<file path="src/hw/rtl/dbfn_pkg.sv">
package dbfn_pkg;

  localparam int unsigned BITMAP_BYTES = 512;
  localparam int unsigned BITMAP_BITS  = 4096;

  localparam int unsigned KIND_W = 3;
  localparam int unsigned PAGE_W = 12;
  localparam int unsigned NEXT_W = 13;

  localparam int unsigned ADDR_W = (BITMAP_BYTES > 1) ? $clog2(BITMAP_BYTES) : 1;
  localparam logic [ADDR_W-1:0] LAST_ADDR = ADDR_W'(BITMAP_BYTES - 1);
  localparam logic [NEXT_W-1:0] NONE_INDEX = NEXT_W'(BITMAP_BITS);

  typedef enum logic [KIND_W-1:0] {
    KIND_SET       = 3'd0,
    KIND_CLEAR     = 3'd1,
    KIND_TEST      = 3'd2,
    KIND_FIND      = 3'd3,
    KIND_CLEAR_ALL = 3'd4
  } kind_e;

  typedef enum logic [1:0] {
    RES_TEST  = 2'd0,
    RES_FOUND = 2'd1,
    RES_NONE  = 2'd2
  } res_e;

  // commands from the controller to the datapath
  typedef struct packed {
    logic accept;     // latch request, read its start byte
    logic first;      // apply start-bit mask to the byte under test
    logic rd_next;    // advance to the next byte and read it
    logic wr_byte;    // write back set/clear result
    logic clr_step;   // zero the current byte and advance
    logic load_out;   // load the output register
    res_e res_sel;
  } dbfn_cmd_t;

  // status from the datapath to the controller
  typedef struct packed {
    kind_e kind;
    logic  in_map;
    logic  byte_nz;
    logic  cur_last;
    logic  out_free;
  } dbfn_sts_t;

  // index of the lowest set bit of a byte, 0 for a zero byte
  function automatic logic [2:0] low_set_bit(input logic [7:0] v);
    logic [2:0] n;
    n = 3'd0;
    for (int i = 7; i >= 0; i--) begin
      if (v[i]) begin
        n = 3'(i);
      end
    end
    return n;
  endfunction

endpackage

</file>
<file path="src/hw/rtl/dbfn_dp.sv">
module dbfn_dp
  import dbfn_pkg::*;
(
  input  logic              clk_i,
  input  logic              rst_ni,
  input  logic [KIND_W-1:0] kind_i,
  input  logic [PAGE_W-1:0] page_index_i,
  input  dbfn_cmd_t         cmd_i,
  output dbfn_sts_t         sts_o,
  input  logic              out_ready_i,
  output logic              out_valid_o,
  output logic              bit_is_set_o,
  output logic [NEXT_W-1:0] next_index_o
);

  logic [7:0]        mem [BITMAP_BYTES];
  logic [7:0]        rd_q;
  logic [KIND_W-1:0] kind_q;
  logic [PAGE_W-1:0] page_q;
  logic [ADDR_W-1:0] cur_q, cur_d;
  logic              out_valid_q;
  logic              bit_q;
  logic [NEXT_W-1:0] next_q;

  logic              in_map_in, in_map;
  logic              rd_en;
  logic [ADDR_W-1:0] rd_addr;
  logic              wr_en;
  logic [7:0]        wr_data;
  logic [7:0]        bit_mask;
  logic [7:0]        test_byte;
  logic              out_free;

  assign in_map_in = 32'(page_index_i[PAGE_W-1:3]) < BITMAP_BYTES;
  assign in_map    = 32'(page_q[PAGE_W-1:3]) < BITMAP_BYTES;
  assign bit_mask  = 8'd1 << page_q[2:0];
  assign test_byte = cmd_i.first ? (rd_q & (8'hFF << page_q[2:0])) : rd_q;
  assign out_free  = !out_valid_q || out_ready_i;

  always_comb begin
    cur_d   = cur_q;
    rd_en   = 1'b0;
    rd_addr = cur_q + ADDR_W'(1);
    if (cmd_i.accept) begin
      if (kind_e'(kind_i) == KIND_CLEAR_ALL) begin
        cur_d = '0;
      end else begin
        cur_d = ADDR_W'(page_index_i[PAGE_W-1:3]);
      end
      rd_addr = ADDR_W'(page_index_i[PAGE_W-1:3]);
      rd_en   = in_map_in;
    end else if (cmd_i.rd_next || cmd_i.clr_step) begin
      cur_d = cur_q + ADDR_W'(1);
      rd_en = cmd_i.rd_next;
    end
  end

  always_comb begin
    wr_en   = cmd_i.wr_byte || cmd_i.clr_step;
    wr_data = 8'h00;
    if (cmd_i.wr_byte) begin
      if (kind_e'(kind_q) == KIND_SET) begin
        wr_data = rd_q | bit_mask;
      end else begin
        wr_data = rd_q & ~bit_mask;
      end
    end
  end

  // bitmap storage, no reset: cleared by the clear-all sweep
  always_ff @(posedge clk_i) begin
    if (wr_en) begin
      mem[cur_q] <= wr_data;
    end
    if (rd_en) begin
      rd_q <= mem[rd_addr];
    end
  end

  always_ff @(posedge clk_i) begin
    if (cmd_i.accept) begin
      kind_q <= kind_i;
      page_q <= page_index_i;
    end
    cur_q <= cur_d;
  end

  always_ff @(posedge clk_i or negedge rst_ni) begin
    if (!rst_ni) begin
      out_valid_q <= 1'b0;
    end else if (cmd_i.load_out) begin
      out_valid_q <= 1'b1;
    end else if (out_ready_i) begin
      out_valid_q <= 1'b0;
    end
  end

  always_ff @(posedge clk_i) begin
    if (cmd_i.load_out) begin
      case (cmd_i.res_sel)
        RES_TEST: begin
          bit_q  <= in_map & |(rd_q & bit_mask);
          next_q <= '0;
        end
        RES_FOUND: begin
          bit_q  <= 1'b0;
          next_q <= NEXT_W'({cur_q, low_set_bit(test_byte)});
        end
        default: begin
          bit_q  <= 1'b0;
          next_q <= NONE_INDEX;
        end
      endcase
    end
  end

  assign sts_o.kind     = kind_e'(kind_q);
  assign sts_o.in_map   = in_map;
  assign sts_o.byte_nz  = |test_byte;
  assign sts_o.cur_last = cur_q == LAST_ADDR;
  assign sts_o.out_free = out_free;

  assign out_valid_o  = out_valid_q;
  assign bit_is_set_o = bit_q;
  assign next_index_o = next_q;

endmodule

</file>
<file path="config.mk">
export PLATFORM = sky130hd
export DESIGN_NAME = dbfn_dp
export DESIGN_NICKNAME = d
export VERILOG_FILES = /design/src/hw/rtl/dbfn_pkg.sv /design/src/hw/rtl/dbfn_dp.sv
export SDC_FILE = /design/constraint.sdc
export NUM_CORES = 2
export LEC_CHECK = 0
export ABC_AREA = 1
export ABC_CLOCK_PERIOD_IN_PS = 74800
export BUFFER_PORTS_ARGS = -buffer_cell sky130_fd_sc_hd__buf_2
export CAP_MARGIN = 20
export CORE_MARGIN = 1
export CORE_UTILIZATION = 30
export DETAILED_ROUTE_END_ITERATION = 8
export SLEW_MARGIN = 10
export SYNTH_ARGS = -nofsm -noshare
export SYNTH_HDL_FRONTEND = slang
export SYNTH_SLANG_ARGS = --single-unit
export TNS_END_PERCENT = 50
</file>
<file path="constraint.sdc">
create_clock -name clk_i -period 74.8 [get_ports clk_i]
set_clock_uncertainty 0.2 [all_clocks]
set_input_delay 3.74 -clock clk_i [delete_from_list [all_inputs] [get_ports clk_i]]
set_output_delay 3.74 -clock clk_i [all_outputs]
set_load 0.05 [all_outputs]
</file>
## Word level (Yosys, flattened, before mapping)

Memories as Yosys holds them, arrays and structs flattened. A register that Yosys moved wholly into a read port is not among the register bits.
Cells that the tools add are included.

| cells by class | value |
|---|---|
| reduce and logical (&&, ||, !) cells | 10 |
| divide/modulo/power cells | 0 |
| add/subtract/negate cells | 1 |
| multiplexer cells | 22 |
| shifts and indexed selects | 2 |
| eq/ne operators | 3 |
| multiply operators | 0 |
| order comparisons | 0 |
| bitwise gates (word level) | 5 |

Operators with widths:

| kind | number |
|---|---|
| two-way mux 9 bit | 4 |
| one-hot mux 13 bit (2 select lines) | 1 |
| bitwise AND 8 bit | 3 |
| two-way mux 3 bit | 8 |
| two-way mux 8 bit | 3 |
| OR reduction 8 bit | 2 |
| adder 9 x 1 -> 9 bit (second input constant) | 1 |
| equality test 9 bit (second input constant) | 1 |
| inverter 8 bit | 1 |
| OR 8 bit | 1 |
| left shift 1 x 3 -> 8 bit (first input constant) | 1 |
| left shift 8 x 3 -> 8 bit (first input constant) | 1 |
| two-way mux 1 bit | 6 |
| nonzero test 2 bit | 2 |
| equality test 3 bit (second input constant) | 1 |
| logical NOT 3 bit | 1 |
| logical OR 1 bit | 3 |
| equality test 2 x 1 -> 1 bit (second input constant) | 1 |
| logical NOT 2 bit | 1 |
| logical NOT 1 bit | 1 |

| word-level totals | value |
|---|---|
| bits in read-only memories | 0 |
| memories kept | 1 |
| latch bits | 0 |
| bits in writable memories | 4096 |
| output and inout bits | 22 |
| register bits after elaboration | 30 |
| logic and storage cells | 50 |
| bits of input ports | 26 |

Memory list:

| memory | words | bits a word | read ports | clocked after memory_dff | write ports | line | RTL |
|---|---|---|---|---|---|---|---|
| mem | 512 | 8 | 1 | 1 | 1 | dbfn_dp.sv:16 | `logic [7:0] mem [BITMAP_BYTES];` |

## Depth between registers and ports, before layout

| depth | value |
|---|---|
| depth after elaboration | 12 |
| mapped depth | 16 |
| mapped depth without buffers | 14 |

## Worst setup path after synthesis

Ideal clock, no wire load.

| timing path | value |
|---|---|
| path type | in2reg |
| from | input port cmd_i[4] (netlist bit) |
| to | memory mem[0][1], data pin |
| data required time | 70.324 ns |
| library setup time | 4.276 ns |
| stages on the path | 2 |
| path slack | 45.866 ns |
| path buffers | 0 |
| arrival time | 24.458 ns |
| cell sequence | inv_1 > a211oi_1 |

| on the way | value |
|---|---|
| longest elaborated chain between the ends | 1 |

RTL lines:

| element | line | RTL |
|---|---|---|
| start, declared | dbfn_dp.sv:8 | `input dbfn_cmd_t cmd_i,` |
| two-way mux 8 bit | dbfn_dp.sv:61 | `if (cmd_i.wr_byte) begin` |
| named net wr_data[1] | dbfn_dp.sv:29 | `logic [7:0] wr_data;` |
| end, declared | dbfn_dp.sv:16 |  |

The timed path passes the listed nets, and every way through them passes these cells.

## Worst setup path after layout

| timing path | value |
|---|---|
| from | input port cmd_i[7] (netlist bit) |
| to | register rd_q[7], read port of mem, data pin |

| on the way | value |
|---|---|
| longest elaborated chain between the ends | 1 |
| elaborated cells on any way between the ends | 2 |
| those cells by class | 2 x mux |

RTL lines:

| element | line | RTL |
|---|---|---|
| two-way mux 9 bit or two-way mux 1 bit (tied branches) | dbfn_dp.sv:44 | `if (cmd_i.accept) begin` |
| end, declared | dbfn_dp.sv:17 | `logic [7:0] rd_q;` |

Several ways; a longest one is shown, not always the timed one.
A chain may end at the register's enable or synchronous reset.

==> impl_metrics.env <==
export IMPL_drive_above_1_share_pct=5.96
export IMPL_post_route_period_util_pct=14.9
export IMPL_tightest_slew_ns=1.50
export IMPL_clk_pin_slew_ns=0.06
export IMPL_fin_total_pwr_uw=5430
export IMPL_required_ns=75.43
export IMPL_drv_cap=0
export IMPL_avgSynthCellArea_um2=11.9
export IMPL_clock_sinks=4134
export IMPL_cellPowerDensity_nw_per_um2=28.9
export IMPL_ys_ff_latch=4134
export IMPL_crit_arrival_ns=11.79
export IMPL_cts_setup_buffers=0
export IMPL_overflow=0
export IMPL_power_leakage_uw=0.0623
export IMPL_status="finished with violations"
export IMPL_rr_endpoint="rd_q[7]"
export IMPL_min_delay_worst_endpoint="out_valid_o"
export IMPL_reg2reg_depth=19
export IMPL_syn_nets=14100
export IMPL_layout_commonest_cell="nand3_1"
export IMPL_grt_total_usage_pct=16.6
export IMPL_hold_path_class="reg2reg"
export IMPL_switching_share_pct=27.6
export IMPL_root_buffer="clkbuf_16"
export IMPL_grt_max_degree=204
export IMPL_endpoint_kind="flop"
export IMPL_synth_distinct_cells=28
export IMPL_clk_latency_ns=0.97
export IMPL_dr_pass1_iters=6
export IMPL_setup_viol=0
export IMPL_postRouteAntennaNets=0
export IMPL_startpoint_type="input pin"
export IMPL_ios=48
export IMPL_gp_congestion=0.835
export IMPL_final_max_slew_viol_count=1
export IMPL_hold_viol_final=0
export IMPL_area_growth_pct=12.0
export IMPL_die_w_um=750
export IMPL_fillerInstances=54400
export IMPL_violations="slew limit"
export IMPL_relSlewSlack_pct=-0.0119
export IMPL_yosysWarnings=0
export IMPL_grt_pass1_vias=105000
export IMPL_port_buffers=46
export IMPL_seqPwrFrac_pct=48.7
export IMPL_rsz0062_at_grt="no"
export IMPL_drc=0
export IMPL_routedWlPerCell_um=22.6
export IMPL_r2r_start="cur_q[0]"
export IMPL_viasPerCell=5.13
export IMPL_wl_mm=485
export IMPL_min_from="out_valid_o"
export IMPL_grt_pass1_wl_mm=711
export IMPL_die_area_um2=562000
export IMPL_postSynthCellCount=14100
export IMPL_clockBufferDepth=4
export IMPL_min_delay_path_depth=2
export IMPL_htreeDepth=5
export IMPL_crit_path_max_fanout=115
export IMPL_finalCriticalPeriod_ns=11.16
export IMPL_start_util_pct=30.1
export IMPL_switching_power_uw=1500
export IMPL_power_internal_uw=3930
export IMPL_ir_drop_mv=0.0204
export IMPL_die_h_um=750
export IMPL_crit_type="in2reg"
export IMPL_power_frac_comb_pct=14.1
export IMPL_cts_buffers=411
export IMPL_cts_repair_resized=0
export IMPL_layout_nets=13700
export IMPL_fmax_mhz=89.6
export IMPL_postCtsHoldBufs=0
export IMPL_drtIter0Drc=14300
export IMPL_routed_via_count=110000
export IMPL_core_um2=557000
export IMPL_hpwlAfterDp_mm=259
export IMPL_worst_hold_slack_ns=0.306
export IMPL_final_cell_mix="4171 x nand3_1, 4133 x edfxtp_1, 4094 x nand2_1, 534 x nor2_1, 414 x clkbuf_16"
export IMPL_cts_tree="built"
export IMPL_seq_area_frac_synth_pct=74.0
export IMPL_timing_setup_tns_ns=0
export IMPL_antenna_found_initial=23
export IMPL_synth_area_um2=168000
export IMPL_rows=274
export IMPL_rrSetupSlack_ns=66.17
export IMPL_pwr_share_clk_pct=37.2
==> cells in the mapped netlist <==
library cell  count  share of area, %
a32o_1            1            0.0060
conb_1            1            0.0022
a21oi_1          13             0.039
buf_2           581               1.7
inv_1            43             0.096
nor4_1            3             0.011
nand4_1           2            0.0075
nor3_1           14             0.042
clkinv_1          3            0.0067
nand2_1        4101               9.2
xor2_1            1            0.0052
o21ai_0          22             0.066
o21a_1            1            0.0045
dfrtp_1           1             0.015
clkbuf_1        307              0.69
edfxtp_1       4133                74
nor2_1          537               1.2
ha_1              5             0.037
o31ai_1           1            0.0045
nand3_1        4187                12
buf_6             1            0.0067
nand2_2           4             0.015
inv_2             3            0.0067
buf_1            70              0.16
buf_4            32              0.14
a211oi_1          1            0.0045
o22ai_1           1            0.0037
o21ai_2           2             0.010
==> per-stage QoR <==
step / cell area [um2] / utilization (%) / setup slack (ns) / std cells
finish: 188000 / 33.7 / 63.64 / 21500
floorplan: 168000 / - / 45.87 / 14100
global placement: 175000 / 31.4 / 62.92 / 20700
detailed placement: 175000 / 31.4 / 62.90 / 20700
CTS: 188000 / 33.7 / 63.92 / 21500
global route: 188000 / 33.7 / 63.30 / 21500
==> routing by layer <==
| metal | vias to the layer above | GRT usage, % | wire length, um |
|---|---|---|---|
| li1 | 49500 | - | - |
| met1 | 54800 | 23.1 | 200000 |
| met2 | 5253 | 26.3 | 225000 |
| met3 | 832 | 2.79 | 43800 |
| met4 | 6 | 5.33 | 16700 |
| met5 | - | 0 | 40 |
==> worst max-delay path by stage <==
stage / cells after the start / slack (ns) / startpoint / end
after floorplan: 2 / 45.87 / cmd_i[4] / mem[0][1]
after global placement: 20 / 62.92 / cmd_i[7] / rd_q[7]
after detailed placement: 19 / 62.90 / cmd_i[7] / rd_q[1]
after CTS: 19 / 63.92 / cmd_i[7] / rd_q[1]
after global routing: 20 / 63.30 / cmd_i[7] / rd_q[7]
final: 20 / 63.64 / cmd_i[7] / rd_q[7]
==> power groups by stage <==
stage / clock network, uW / registers, uW / logic (uW)
2_1_floorplan: 0 / 2790 / 442
6_report: 2020 / 2650 / 765
4_1_cts: 2040 / 2640 / 758
3_3_place_gp: 0 / 2690 / 751
3_5_place_dp: 0 / 2690 / 756
5_1_grt: 2120 / 2640 / 815
==> area by class of cell <==
class                           count  area, um2  share of cell area [%]
Clock inverter                    260       2350                    1.25
Clock buffer                      499      10700                    5.69
Multi-Input combinational cell   8897      39200                    20.9
Sequential cell                  4134     124000                    66.1
Timing Repair Buffer              216       1920                    1.02
Inverter                           49        205                   0.109
Tap cell                         7452       9320                    4.96
Antenna cell                        9       22.5                  0.0120
==> logic make-up (layout without fill, tap and decap cells) <==
kind of cell	count (synthesis)	after routing	synth area share, %
simple gates	8848	8848	23.0
buf+inv	1040	1024	2.84
fa+ha+maj	5	5	0.0373
compound gates	42	42	0.138
flops	4134	4134	74.0
other cells	1	10	0.00224
xor+xnor	1	1	0.00522
==> worst max-delay path, cell delays in order <==
cell,delay (ns)
buf_2,0.25
inv_2,0.30
nand2_4,0.23
nand2_8,0.64
buf_4,0.67
buf_4,0.79
buf_4,0.84
buf_4,0.85
buf_4,0.79
buf_4,0.79
nand2_1,0.11
nand3_1,0.11
nand3_1,0.09
nand3_1,0.15
nand3_1,0.10
nand3_1,0.19
nand3_1,0.21
nand3_1,0.31
nand3_1,0.14
nand2_1,0.12
==> sequential cells by signal, summed over array words and instances, names as in the netlist <==
signal,cells
kind_q,3
mem,4096
out_valid_o,1
rd_q,8
page_q,3
cur_q,9
next_index_o,13
bit_is_set_o,1
Power figures use the tool's default switching activity.
