<file path="src/hw/rtl/dbfn_pkg.sv">
package dbfn_pkg;

  localparam int unsigned BITMAP_BYTES = 512;
  localparam int unsigned BITMAP_BITS  = 4096;

  localparam int unsigned KIND_W = 3;
  localparam int unsigned PAGE_W = 12;
  localparam int unsigned NEXT_W = 13;

  localparam int unsigned ADDR_W = (BITMAP_BYTES > 1) ? $clog2(BITMAP_BYTES) : 1;
  localparam logic [ADDR_W-1:0] LAST_ADDR = ADDR_W'(BITMAP_BYTES - 1);
  localparam logic [NEXT_W-1:0] NONE_INDEX = NEXT_W'(BITMAP_BITS);

  typedef enum logic [KIND_W-1:0] {
    KIND_SET       = 3'd0,
    KIND_CLEAR     = 3'd1,
    KIND_TEST      = 3'd2,
    KIND_FIND      = 3'd3,
    KIND_CLEAR_ALL = 3'd4
  } kind_e;

  typedef enum logic [1:0] {
    RES_TEST  = 2'd0,
    RES_FOUND = 2'd1,
    RES_NONE  = 2'd2
  } res_e;

  // commands from the controller to the datapath
  typedef struct packed {
    logic accept;     // latch request, read its start byte
    logic first;      // apply start-bit mask to the byte under test
    logic rd_next;    // advance to the next byte and read it
    logic wr_byte;    // write back set/clear result
    logic clr_step;   // zero the current byte and advance
    logic load_out;   // load the output register
    res_e res_sel;
  } dbfn_cmd_t;

  // status from the datapath to the controller
  typedef struct packed {
    kind_e kind;
    logic  in_map;
    logic  byte_nz;
    logic  cur_last;
    logic  out_free;
  } dbfn_sts_t;

  // index of the lowest set bit of a byte, 0 for a zero byte
  function automatic logic [2:0] low_set_bit(input logic [7:0] v);
    logic [2:0] n;
    n = 3'd0;
    for (int i = 7; i >= 0; i--) begin
      if (v[i]) begin
        n = 3'(i);
      end
    end
    return n;
  endfunction

endpackage

</file>
<file path="src/hw/rtl/dbfn_ctrl.sv">
module dbfn_ctrl
  import dbfn_pkg::*;
(
  input  logic              clk_i,
  input  logic              rst_ni,
  input  logic              req_valid_i,
  input  logic [KIND_W-1:0] req_kind_i,
  output logic              req_ready_o,
  input  dbfn_sts_t         sts_i,
  output dbfn_cmd_t         cmd_o
);

  typedef enum logic [3:0] {
    S_IDLE = 4'b0001,
    S_RMW  = 4'b0010,
    S_SCAN = 4'b0100,
    S_CLR  = 4'b1000
  } state_e;

  state_e state_q, state_d;

  always_comb begin
    state_d     = state_q;
    cmd_o       = '0;
    cmd_o.res_sel = RES_NONE;
    req_ready_o = 1'b0;
    case (state_q)
      S_IDLE: begin
        req_ready_o = 1'b1;
        if (req_valid_i) begin
          cmd_o.accept = 1'b1;
          case (kind_e'(req_kind_i))
            KIND_SET, KIND_CLEAR, KIND_TEST, KIND_FIND: state_d = S_RMW;
            KIND_CLEAR_ALL:                             state_d = S_CLR;
            default:                                    state_d = S_IDLE;
          endcase
        end
      end
      S_RMW: begin
        case (sts_i.kind)
          KIND_SET, KIND_CLEAR: begin
            cmd_o.wr_byte = sts_i.in_map;
            state_d       = S_IDLE;
          end
          KIND_TEST: begin
            cmd_o.res_sel = RES_TEST;
            if (sts_i.out_free) begin
              cmd_o.load_out = 1'b1;
              state_d        = S_IDLE;
            end
          end
          KIND_FIND: begin
            cmd_o.first = 1'b1;
            if (!sts_i.in_map || sts_i.byte_nz || sts_i.cur_last) begin
              cmd_o.res_sel = (sts_i.in_map && sts_i.byte_nz) ? RES_FOUND : RES_NONE;
              if (sts_i.out_free) begin
                cmd_o.load_out = 1'b1;
                state_d        = S_IDLE;
              end
            end else begin
              cmd_o.rd_next = 1'b1;
              state_d       = S_SCAN;
            end
          end
          default: state_d = S_IDLE;
        endcase
      end
      S_SCAN: begin
        if (sts_i.byte_nz || sts_i.cur_last) begin
          cmd_o.res_sel = sts_i.byte_nz ? RES_FOUND : RES_NONE;
          if (sts_i.out_free) begin
            cmd_o.load_out = 1'b1;
            state_d        = S_IDLE;
          end
        end else begin
          cmd_o.rd_next = 1'b1;
        end
      end
      S_CLR: begin
        cmd_o.clr_step = 1'b1;
        if (sts_i.cur_last) begin
          state_d = S_IDLE;
        end
      end
      default: state_d = S_IDLE;
    endcase
  end

  always_ff @(posedge clk_i or negedge rst_ni) begin
    if (!rst_ni) begin
      state_q <= S_IDLE;
    end else begin
      state_q <= state_d;
    end
  end

endmodule

</file>
<file path="config.mk">
export PLATFORM = sky130hd
export DESIGN_NAME = dbfn_ctrl
export DESIGN_NICKNAME = d
export VERILOG_FILES = /design/src/hw/rtl/dbfn_pkg.sv /design/src/hw/rtl/dbfn_ctrl.sv
export SDC_FILE = /design/constraint.sdc
export NUM_CORES = 1
export LEC_CHECK = 0
export CAP_MARGIN = 20
export CELL_PAD_IN_SITES_DETAIL_PLACEMENT = 0
export CELL_PAD_IN_SITES_GLOBAL_PLACEMENT = 1
export CORE_AREA = 2 2 39 41
export CTS_CLUSTER_DIAMETER = 120
export DETAILED_ROUTE_END_ITERATION = 7
export DIE_AREA = 0 0 41 43
export DONT_BUFFER_PORTS = 1
export GPL_TIMING_DRIVEN = 1
export PLACE_DENSITY_LB_ADDON = 0.1
export SETUP_SLACK_MARGIN = 0.4
export SLEW_MARGIN = 40
export SYNTH_ARGS = -nofsm -noshare
export SYNTH_HDL_FRONTEND = slang
export SYNTH_SLANG_ARGS = --single-unit
</file>
<file path="constraint.sdc">
create_clock -name clk_i -period 3 [get_ports clk_i]
set_clock_uncertainty 0.15 [all_clocks]
set_input_delay 0.6 -clock clk_i [delete_from_list [all_inputs] [get_ports clk_i]]
set_output_delay 0.6 -clock clk_i [all_outputs]
set_load 0.05 [all_outputs]
</file>
# After elaboration in Yosys (flattened, before gate mapping)
# Index checks and enable logic that the tools add are counted.
# W data, S select, Z words.
[totals]
out_inout_bits = 9
register_bits = 4
mem_count = 0
rom_bits = 0
word_cells = 51
ram_bits = 0
inputBits = 13
latchBits = 0
[classes]
div_mod_pow = 0
reduce_logical = 10
n_mux = 26
n_shift = 0
n_eq_ne = 14
addsub = 0
mul = 0
n_lt_le_gt_ge = 0
bitwise_logic = 0
[ops]
columns = ["operator", "n"]
rows = [
  ["$mux W4", 5],
  ["$pmux W4 S2", 2],
  ["$pmux W4 S4", 1],
  ["$eq A3 B2 Y1 const B", 4],
  ["$pmux W3 S2", 2],
  ["$mux W1", 10],
  ["$eq A3 B1 Y1 const B", 2],
  ["$logic_not A3 Y1", 2],
  ["$mux W2", 3],
  ["$mux W3", 2],
  ["$ne A2 B2 Y1 const B", 3],
  ["$eq A4 B1 Y1 const B", 1],
  ["$eq A4 B2 Y1 const B", 1],
  ["$eq A4 B3 Y1 const B", 1],
  ["$eq A4 B4 Y1 const B", 1],
  ["$reduce_or A4 Y1", 1],
  ["$eq A3 B3 Y1 const B", 1],
  ["$logic_or A1 B1 Y1", 3],
  ["$reduce_and A3 Y1", 1],
  ["$pmux W1 S2", 1],
  ["$reduce_or A2 Y1", 1],
  ["$logic_and A1 B1 Y1", 1],
  ["$logic_not A1 Y1", 1],
]

# Logic depth before layout (Yosys ltp)
# Gate-level depths: netlist of run 1.
[depth]
ltp_word = 6
depth_mapped = 4
depth_no_buf = 4

# Worst setup path before layout of run 1
# No wires, ideal clock.
[synth_timing]
path_kind = "register to output"
from = "register state_q[0]"
to = "output cmd_o[7] (netlist bit)"
stages_incl_launch_ff = 4
setup_slack_ns = 0.085
arrival_time_ns = 2.165
n_path_buf = 0
t_required_ns = 2.250
cell_sequence = "dfstp_2 nor4b_2 nand2_1 inv_1"
[synth_rtl]
columns = ["item", "line_no", "source"]
rows = [
  ["start: declaration", "dbfn_ctrl.sv:20", "state_e state_q, state_d;"],
  ["start signal: assignment", "dbfn_ctrl.sv:93", "state_q <= state_d;"],
  ["end: declaration", "dbfn_ctrl.sv:10", "output dbfn_cmd_t cmd_o"],
]

==> results.json, run 1 <==
{
  "worstSetupPathType": "reg2out",
  "grt-ovfl-total": 0,
  "wl_per_cell_um": 16.21,
  "dp_hpwl_um": 916.9,
  "cts_max_path_buffers": 2,
  "final_nets": 70,
  "finalWorstPathRequiredPeriod_ns": 2.512,
  "start_util": 0.2920,
  "numCtsBuffers": 3,
  "fmax_mhz": 398.1,
  "drt_iter0_markers": 13,
  "grt_pass1_vias": 405,
  "root_buffer": "clkbuf_4",
  "top_register": "state_q",
  "ios": 22,
  "p_sw_uw": 113.3,
  "drive_above_1_share": 0.4286,
  "dr.pass1.iters": 4,
  "p_int_uw": 158.8,
  "multi_input_area_um2": 340.3,
  "setup_viol_count_final": 0,
  "yosysWarningCount": 0,
  "antenna_found_initial": 0,
  "crit_required_ns": 2.25,
  "cap_violations": 0,
  "p_per_area_nw_per_um2": 483.3,
  "area_growth_pct": 39.32,
  "synth_edf_count": 0,
  "ys_seq_area_frac": 0.2508,
  "synthArstFlopShare": 1.000,
  "clkPwrFrac": 0.268,
  "design_power_total_uw": 272.1,
  "viasPerCell": 5.736,
  "tightest_slew_ns": 0.5126,
  "rows": 14,
  "drt-met1-wl_um": 495,
  "cp_cell_sequence": "nor4b_4 > and3_4 > a21oi_1 > nor2b_4",
  "clock_latency_ns": 0.24,
  "gp_congestion": 0.7333,
  "crit_fanout": 5,
  "synth-main-ff-cell": "dfrtp_1",
  "slowest_stage": "dfrtp_2",
  "hold_viol": 0,
  "route.antenna.remaining_nets": 0,
  "cts_tree": "built",
  "cpPeakStageDelay_ns": 0.43,
  "numPortBuffers": 0,
  "synth_common_cells": "5 x nor2_1, 4 x a21oi_1, 3 x dfrtp_1, 3 x inv_1, 3 x nor2b_1",
  "status": "finished clean",
  "swShare": 0.4164,
  "synth_cells": 46,
  "cp-end-kind": "output pin",
  "drc": 0,
  "startpoint_type": "flop",
  "syn_nets": 59,
  "fillCellCount": 151,
  "grt_setup_unrepaired": "false",
  "routed.top_layer": "met3",
  "synth_top_area_cell": "dfrtp_1",
  "synth.avg_cell_area_um2": 8.786,
  "htree_levels": 1,
  "die_area_um2": 1763,
  "timing.final.ws_setup_ns": 0.4882,
  "largest_register_ffs": 4,
  "syn_area_um2": 404.1,
  "synth_area_leaders": "dfrtp_1 19%, nor4b_2 7.4%, dfstp_2 6.5%",
  "yosys.area.top_type_share": 0.1858,
  "hold_ws_ns": 0.06653,
  "power.leakage_nw": 0.2200,
  "fin_crit_sh": 0.8373,
  "top_regs": "state_q: 4 flops",
  "clkTransAtPathRegs_ns": 0.04,
  "arrival_ns": 1.76,
  "grt_usage": 0.1574,
  "pre_cts_slack_ns": 0.5328,
  "fp.dieH_um": 43,
  "hp-class": "in2async",
  "max-slew-margin-rel": 0.6595,
  "fin_setup_tns_ns": 0,
  "synth_most_common_cell": "nor2_1",
  "wl_mm": 1.167,
  "r2r_slack_ns": 1.17,
  "grt_max_degree": 8,
  "reg2reg_depth": 4,
  "die_width_um": 41,
  "clock-sinks": 4,
  "met2_length_um": 608,
  "synth_seq_cells": 4,
  "p_seq_frac": 0.328,
  "maxSlewViolCount": 0,
  "seq_area_um2": 105.1,
  "comb_power_share": 0.404,
  "peakVddDrop_mv": 0.2291,
  "wl_met3_um": 63,
  "grt_pass1_wl_mm": 1.849,
  "via_count": 413,
  "core_area_um2": 1384,
  "antenna_cells": 0,
  "synth.distinct_cells": 28
}
-- repair_timing --
action,4_1_cts,5_1_grt
pin swaps,0,2
hold endpoints to repair,3,0
gates resized for setup,3,5
setup endpoints to repair,3,3
buffers inserted,0,2
hold buffers,1,0
-- path summary, 6_finish.rpt --
kind / from / end
worst min register to register: state_q[1]$_DFFE_PN0P_ / state_q[0]$_DFFE_PN1P_
worst max-delay path: state_q[2]$_DFFE_PN0P_ / cmd_o[0]
min in group clk_i: req_kind_i[2] / state_q[3]$_DFFE_PN0P_
worst min-delay path: rst_ni / state_q[0]$_DFFE_PN1P_
worst max register to register: state_q[0]$_DFFE_PN1P_ / state_q[3]$_DFFE_PN0P_
max in group asynchronous: rst_ni / state_q[3]$_DFFE_PN0P_
-- layer usage --
| layer | vias up | global-route usage |
|---|---|---|
| met5 | - | 0 |
| met4 | 0 | 0.06000 |
| met3 | 0 | 0.05759 |
| met2 | 12 | 0.2344 |
| met1 | 206 | 0.1993 |
| li1 | 195 | - |
-- cells by family after synthesis --
family / Yosys count / synth area share
simple gates: 24 / 0.4458
compound gates: 14 / 0.2539
flops: 4 / 0.2508
buf+inv: 3 / 0.02786
xor+xnor: 1 / 0.02168
-- stage by stage --
step | std cells | area [um2] | utilization
after floorplan | 46 | 424.2 | -
after global placement | 65 | 471.7 | 0.3409
after detailed placement | 65 | 471.7 | 0.3409
after CTS | 70 | 525.5 | 0.3797
after global routing | 72 | 563.0 | 0.4069
final | 72 | 563.0 | 0.4069
-- placed cells by master (no fill, tap or decap), types with 2 or more instances in the layout --
| cell | instances |
|---|---|
| a21oi_1 | 3 |
| buf_4 | 4 |
| clkbuf_4 | 3 |
| dfrtp_2 | 3 |
| inv_1 | 3 |
| nor2_1 | 5 |
| nor2b_1 | 2 |
| nor4b_4 | 3 |
| o21ai_1 | 2 |
-- critical path: cells and delay by family (launching register included) --
| family | cells | cell delay (ns) |
|---|---|---|
| AND/OR/NAND/NOR | 3 | 0.99 |
| AO/OA/AOI/OAI | 1 | 0.09 |
| flip-flops | 1 | 0.43 |
-- power groups by stage --
stage,clock (mW),sequential [mW],combinational (mW)
6_report,0.0728,0.0894,0.110
5_1_grt,0.0836,0.0905,0.117
4_1_cts,0.0765,0.0886,0.108
3_5_place_dp,0,0.0870,0.106
3_3_place_gp,0,0.0864,0.105
2_1_floorplan,0,0.0816,0.0862
-- area by class of cell --
class	count	area share
Tap cell	16	0.03556
Inverter	3	0.02000
Sequential cell	4	0.1867
Clock buffer	4	0.04667
Multi-Input combinational cell	39	0.6044
Timing Repair Buffer	6	0.1067
Note: power is estimated with default switching activity, not from simulation.
==> run 2: changes to the inputs <==
==> constraint.sdc (replaced) <==
create_clock -name clk_i -period 2.5 [get_ports clk_i]
set_clock_uncertainty 0.15 [all_clocks]
set_input_delay 0.5 -clock clk_i [delete_from_list [all_inputs] [get_ports clk_i]]
set_output_delay 0.5 -clock clk_i [all_outputs]
set_load 0.05 [all_outputs]
==> run 2 against run 1 <==
Net effect:
- non-clock buffer count is 17 higher
- wire length is 12% higher
- count of clock-buffer cells in the layout stayed put
- via count rose by 14%
==> results.json, run 2 (synthesis gave the netlist of run 1 again) <==
{
  "startpoint_type": "flop",
  "dp_hpwl_um": 846.7,
  "final_cell_mix": "15 x buf_4, 6 x buf_6, 5 x nor2_1",
  "p_int_uw": 240.5,
  "clock_latency_ns": 0.24,
  "ios": 22,
  "design_power_total_uw": 397.8,
  "rows": 14,
  "top_regs": "state_q: 4 flops",
  "fmax_mhz": 433.8,
  "grt-ovfl-total": 0,
  "viasPerCell": 5.270,
  "via_count": 469,
  "slowest_stage": "dfrtp_2",
  "wl_mm": 1.311,
  "reg2reg_depth": 6,
  "max-slew-margin-rel": 0.7482,
  "numPortBuffers": 0,
  "core_area_um2": 1384,
  "crit_required_ns": 1.85,
  "route.antenna.remaining_nets": 0,
  "power.leakage_nw": 0.3233,
  "p_seq_frac": 0.230,
  "maxSlewViolCount": 0,
  "htree_levels": 1,
  "p_per_area_nw_per_um2": 531.6,
  "final_util": 0.5407,
  "cp-end-kind": "output pin",
  "antenna_found_initial": 0,
  "hp-class": "in2reg",
  "crit_fanout": 5,
  "fin_area_um2": 748.2,
  "cp_cell_sequence": "nor4b_4 > and3_4 > a21oi_4 > nor2b_4",
  "hold_viol": 0,
  "placed_cell_area_um2": 505.5,
  "arrival_ns": 1.66,
  "final_nets": 87,
  "root_buffer": "clkbuf_4",
  "fp.dieH_um": 43,
  "die_area_um2": 1763,
  "finalWorstPathRequiredPeriod_ns": 2.305,
  "grt_pass1_wl_mm": 1.835,
  "die_width_um": 41,
  "instances_no_fill": 89,
  "worstSetupPathType": "reg2out",
  "setup_viol_count_final": 0,
  "numPlacedInstances": 67,
  "grt_usage": 0.1512,
  "wl_per_cell_um": 14.73,
  "cts_tree": "built",
  "fin_crit_sh": 0.9221,
  "dr.pass1.iters": 4,
  "antenna_cells": 0,
  "gp_congestion": 0.7048,
  "numCtsBuffers": 3,
  "drt_iter0_markers": 9,
  "largest_register_ffs": 4,
  "peakVddDrop_mv": 0.3180,
  "drc": 0,
  "tightest_slew_ns": 0.3768,
  "cap_violations": 0,
  "area_growth_pct": 85.14,
  "whs_path_depth": 1,
  "grt_pass1_vias": 445,
  "cts_max_path_buffers": 2,
  "comb_power_share": 0.550,
  "drive_above_1_share": 0.6301,
  "start_util": 0.2920,
  "p_sw_uw": 157.2,
  "clkTransAtPathRegs_ns": 0.04,
  "swShare": 0.3953,
  "cpPeakStageDelay_ns": 0.42,
  "top_register": "state_q",
  "fin_setup_tns_ns": 0,
  "grt_setup_unrepaired": "true",
  "clkPwrFrac": 0.220,
  "grt_max_degree": 8,
  "clock-sinks": 4,
  "final_common_cell": "buf_4",
  "status": "finished clean"
}
-- run 2: cell types whose count changed in the layout (fill, tap and decap cells not counted), sizes merged --
cell,delta
inv,-1
buf,+17
clkinvlp,+1
-- run 2: worst paths after layout --
kind | slack (ns) | startpoint | endpoint
setup / recovery | 0.19 | state_q[2]$_DFFE_PN0P_ | cmd_o[0]
hold / removal | 0.28 | req_kind_i[2] | state_q[3]$_DFFE_PN0P_
setup reg to reg | 0.64 | state_q[2]$_DFFE_PN0P_ | state_q[1]$_DFFE_PN0P_
hold reg to reg | 0.63 | state_q[1]$_DFFE_PN0P_ | state_q[0]$_DFFE_PN1P_
max in group asynchronous | 1.59 | rst_ni | state_q[0]$_DFFE_PN1P_
min in group asynchronous | 0.38 | rst_ni | state_q[3]$_DFFE_PN0P_
-- run 2: what timing repair did --
action / 4_1_cts / 5_1_grt
pin swaps: 7 / 5
resized for setup: 11 / 9
buffers inserted: 11 / 6
hold buffers: 1 / 0
endpoints found under the setup margin: 7 / 9
endpoints found under the hold margin: 4 / 0
-- run 2: area by class of cell --
type / instances / area (um2)
Fill cell: 136 / 635.6
Multi-Input combinational cell: 39 / 376.6
Timing Repair Buffer: 23 / 205.2
Sequential cell: 4 / 105.1
Clock buffer: 4 / 26.28
Tap cell: 16 / 20.02
Inverter: 3 / 15.01
-- run 2: per-stage QoR --
| stage | hold WS [ns] | worst slack [ns] |
|---|---|---|
| after floorplan | 0.05441 | 0.09610 |
| after detailed placement | 0.05449 | 0.3298 |
| after global placement | 0.05451 | 0.3825 |
| after CTS | 0.2754 | 0.2142 |
| final | 0.2776 | 0.1948 |
| after global routing | 0.2766 | 0.1369 |
-- run 2: routing by layer --
metal	share of wire	vias to the layer above	GRT usage	wire [um]
li1	-	228	-	-
met1	0.43	227	0.1889	560
met2	0.52	14	0.2438	677
met3	0.056	0	0.02618	73
met4	0	0	0.06000	0
met5	0	-	0	0
-- run 2: worst max-delay path, delay by kind of cell, from the launching register on --
family             cells  cell delay, ns
AOI/OAI and AO/OA      1            0.06
DFF                    1            0.42
and+or+nand+nor        3            0.93
-- run 2: power by group through the flow --
stage | Combinational [mW] | Clock, mW | Sequential (mW)
after floorplan | 0.108 | 0 | 0.0998
after global placement | 0.131 | 0 | 0.104
after detailed placement | 0.130 | 0 | 0.104
after CTS | 0.182 | 0.0907 | 0.0912
after global routing | 0.227 | 0.0975 | 0.0929
final | 0.219 | 0.0874 | 0.0916
==> run 3: changes to the inputs <==
--- a/config.mk
+++ b/config.mk
@@ -5,13 +5,13 @@
 export SDC_FILE = /design/constraint.sdc
 export NUM_CORES = 1
 export LEC_CHECK = 0
-export CAP_MARGIN = 20
+export CAP_MARGIN = 40
 export CELL_PAD_IN_SITES_DETAIL_PLACEMENT = 0
 export CELL_PAD_IN_SITES_GLOBAL_PLACEMENT = 1
-export CORE_AREA = 2 2 39 41
+export CORE_MARGIN = 1.5
+export CORE_UTILIZATION = 25
 export CTS_CLUSTER_DIAMETER = 120
 export DETAILED_ROUTE_END_ITERATION = 7
-export DIE_AREA = 0 0 41 43
 export DONT_BUFFER_PORTS = 1
 export GPL_TIMING_DRIVEN = 1
 export PLACE_DENSITY_LB_ADDON = 0.1
==> run 3 against run 2 <==
Net effect:
- fmax increased by 0.37%
- register-to-register slack got worse by 0.05 ns
- utilization decreased by 2.3 points
==> results.json, run 3 (synthesis gave the netlist of run 1 again) <==
{
  "grt_pass1_wl_mm": 1.966,
  "cp-end-kind": "output pin",
  "area_growth_pct": 92.88,
  "arrival_ns": 1.65,
  "fmax_mhz": 435.4,
  "cp_cell_sequence": "nor4b_4 > and3_4 > a21oi_4 > nor2b_4",
  "maxSlewViolCount": 0,
  "root_buffer": "clkbuf_4",
  "grt_setup_unrepaired": "true",
  "startpoint_type": "flop",
  "numPlacedInstances": 67,
  "gp_congestion": 0.7014,
  "final_cell_mix": "12 x buf_4, 10 x buf_6, 5 x nor2_1",
  "start_util": 0.2683,
  "fin_area_um2": 779.5,
  "numCtsBuffers": 3,
  "design_power_total_uw": 383.1,
  "clock-sinks": 4,
  "via_count": 487,
  "tightest_slew_ns": 0.4067,
  "cpPeakStageDelay_ns": 0.41,
  "multi_input_area_um2": 385.4,
  "grt_max_degree": 7,
  "route.antenna.remaining_nets": 0,
  "hold_ws_ns": 0.2814,
  "status": "finished clean",
  "slowest_stage": "dfrtp_2",
  "max-slew-margin-rel": 0.7265,
  "grt-ovfl-total": 0,
  "antenna_cells": 0,
  "wl_per_cell_um": 15.84,
  "fin_crit_sh": 0.9187,
  "fillCellCount": 122,
  "grt_usage": 0.1390,
  "drc": 0,
  "clock_latency_ns": 0.23,
  "seq_area_um2": 105.1,
  "cpLargestDelayFamily": "simple AND/OR/NAND/NOR gates",
  "drive_above_1_share": 0.6622,
  "cts_tree": "built",
  "dr.pass1.iters": 4,
  "largest_register_ffs": 4,
  "fp.dieH_um": 43.21,
  "crit_fanout": 4,
  "rows": 14,
  "setup_viol_count_final": 0,
  "ios": 22,
  "p_per_area_nw_per_um2": 491.4,
  "final_nets": 88,
  "top_register": "state_q",
  "dp_hpwl_um": 884.4,
  "final_common_cell": "buf_4",
  "cap_violations": 0,
  "antenna_found_initial": 0,
  "numPortBuffers": 0,
  "crit_required_ns": 1.85,
  "top_regs": "state_q: 4 flops",
  "instances_no_fill": 90,
  "cts_max_path_buffers": 2,
  "worstSetupPathType": "reg2out",
  "fin_setup_tns_ns": 0,
  "die_width_um": 43.21,
  "drt_iter0_markers": 13,
  "hold_viol": 0,
  "clkTransAtPathRegs_ns": 0.04,
  "placed_cell_area_um2": 505.5,
  "path_buf_inv": 0,
  "die_area_um2": 1867,
  "wl_mm": 1.426,
  "hp-class": "in2reg",
  "viasPerCell": 5.411,
  "core_area_um2": 1506,
  "peakVddDrop_mv": 0.2669,
  "grt_pass1_vias": 500,
  "htree_levels": 1,
  "power.leakage_nw": 0.3338,
  "finalWorstPathRequiredPeriod_ns": 2.297
}
==> run 3: cell count changes in the layout (fill, tap and decap cells not counted), sizes merged <==
| cell | change |
|---|---|
| buf | +1 |
==> run 3: metal layers <==
layer | GRT usage | vias to the layer above | wire length, um
met5 | 0 | - | 0
met4 | 0.05455 | 0 | 0
met3 | 0.03404 | 0 | 100
met2 | 0.2507 | 18 | 751
met1 | 0.1528 | 237 | 574
li1 | - | 232 | -
==> run 3: layout make-up <==
cell class	count	share of cell area
multi-input cells	39	0.4944
repair buffers	24	0.2921
flip-flops and latches	4	0.1348
clock buffers	4	0.03371
well taps	16	0.02568
inverters	3	0.01926
==> run 3: worst reg2reg max path, cell delays in order (launching register included) <==
cell	delay [ns]
dfrtp_2	0.41
buf_4	0.15
buf_4	0.15
or3b_1	0.39
a2111oi_2	0.42
nor3b_1	0.10
==> run 3: worst paths after layout <==
| path | start | to | slack [ns] | cells past startpoint |
|---|---|---|---|---|
| max reg2reg | state_q[3]$_DFFE_PN0P_ | state_q[1]$_DFFE_PN0P_ | 0.59 | 5 |
| min | req_kind_i[2] | state_q[3]$_DFFE_PN0P_ | 0.28 | 1 |
| max in group asynchronous | rst_ni | state_q[0]$_DFFE_PN1P_ | 1.56 | 1 |
| max | state_q[3]$_DFFE_PN0P_ | cmd_o[0] | 0.20 | 4 |
| min reg2reg | state_q[1]$_DFFE_PN0P_ | state_q[0]$_DFFE_PN1P_ | 0.62 | 3 |
| min in group asynchronous | rst_ni | state_q[3]$_DFFE_PN0P_ | 0.39 | 1 |
==> run 3: report_power, final <==
group          total, mW  internal [mW]  switching [mW]
logic              0.200         0.0873           0.112
clock network     0.0862         0.0599          0.0263
registers         0.0970         0.0786          0.0184
total              0.383          0.226           0.157
==> run 3: stage by stage <==
| step | util | worst slack, ns |
|---|---|---|
| after floorplan | - | 0.09610 |
| after global placement | 0.3355 | 0.3776 |
| after detailed placement | 0.3355 | 0.3375 |
| after CTS | 0.4527 | 0.2071 |
| after global routing | 0.5174 | 0.1513 |
| final | 0.5174 | 0.2032 |
==> run 3: repair_timing <==
item                       4_1_cts  5_1_grt
pin swaps                        9        5
hold endpoints to repair         4        0
gates resized for setup         13       13
setup endpoints to repair        7        9
hold buffers                     1        0
setup buffers                   13        5
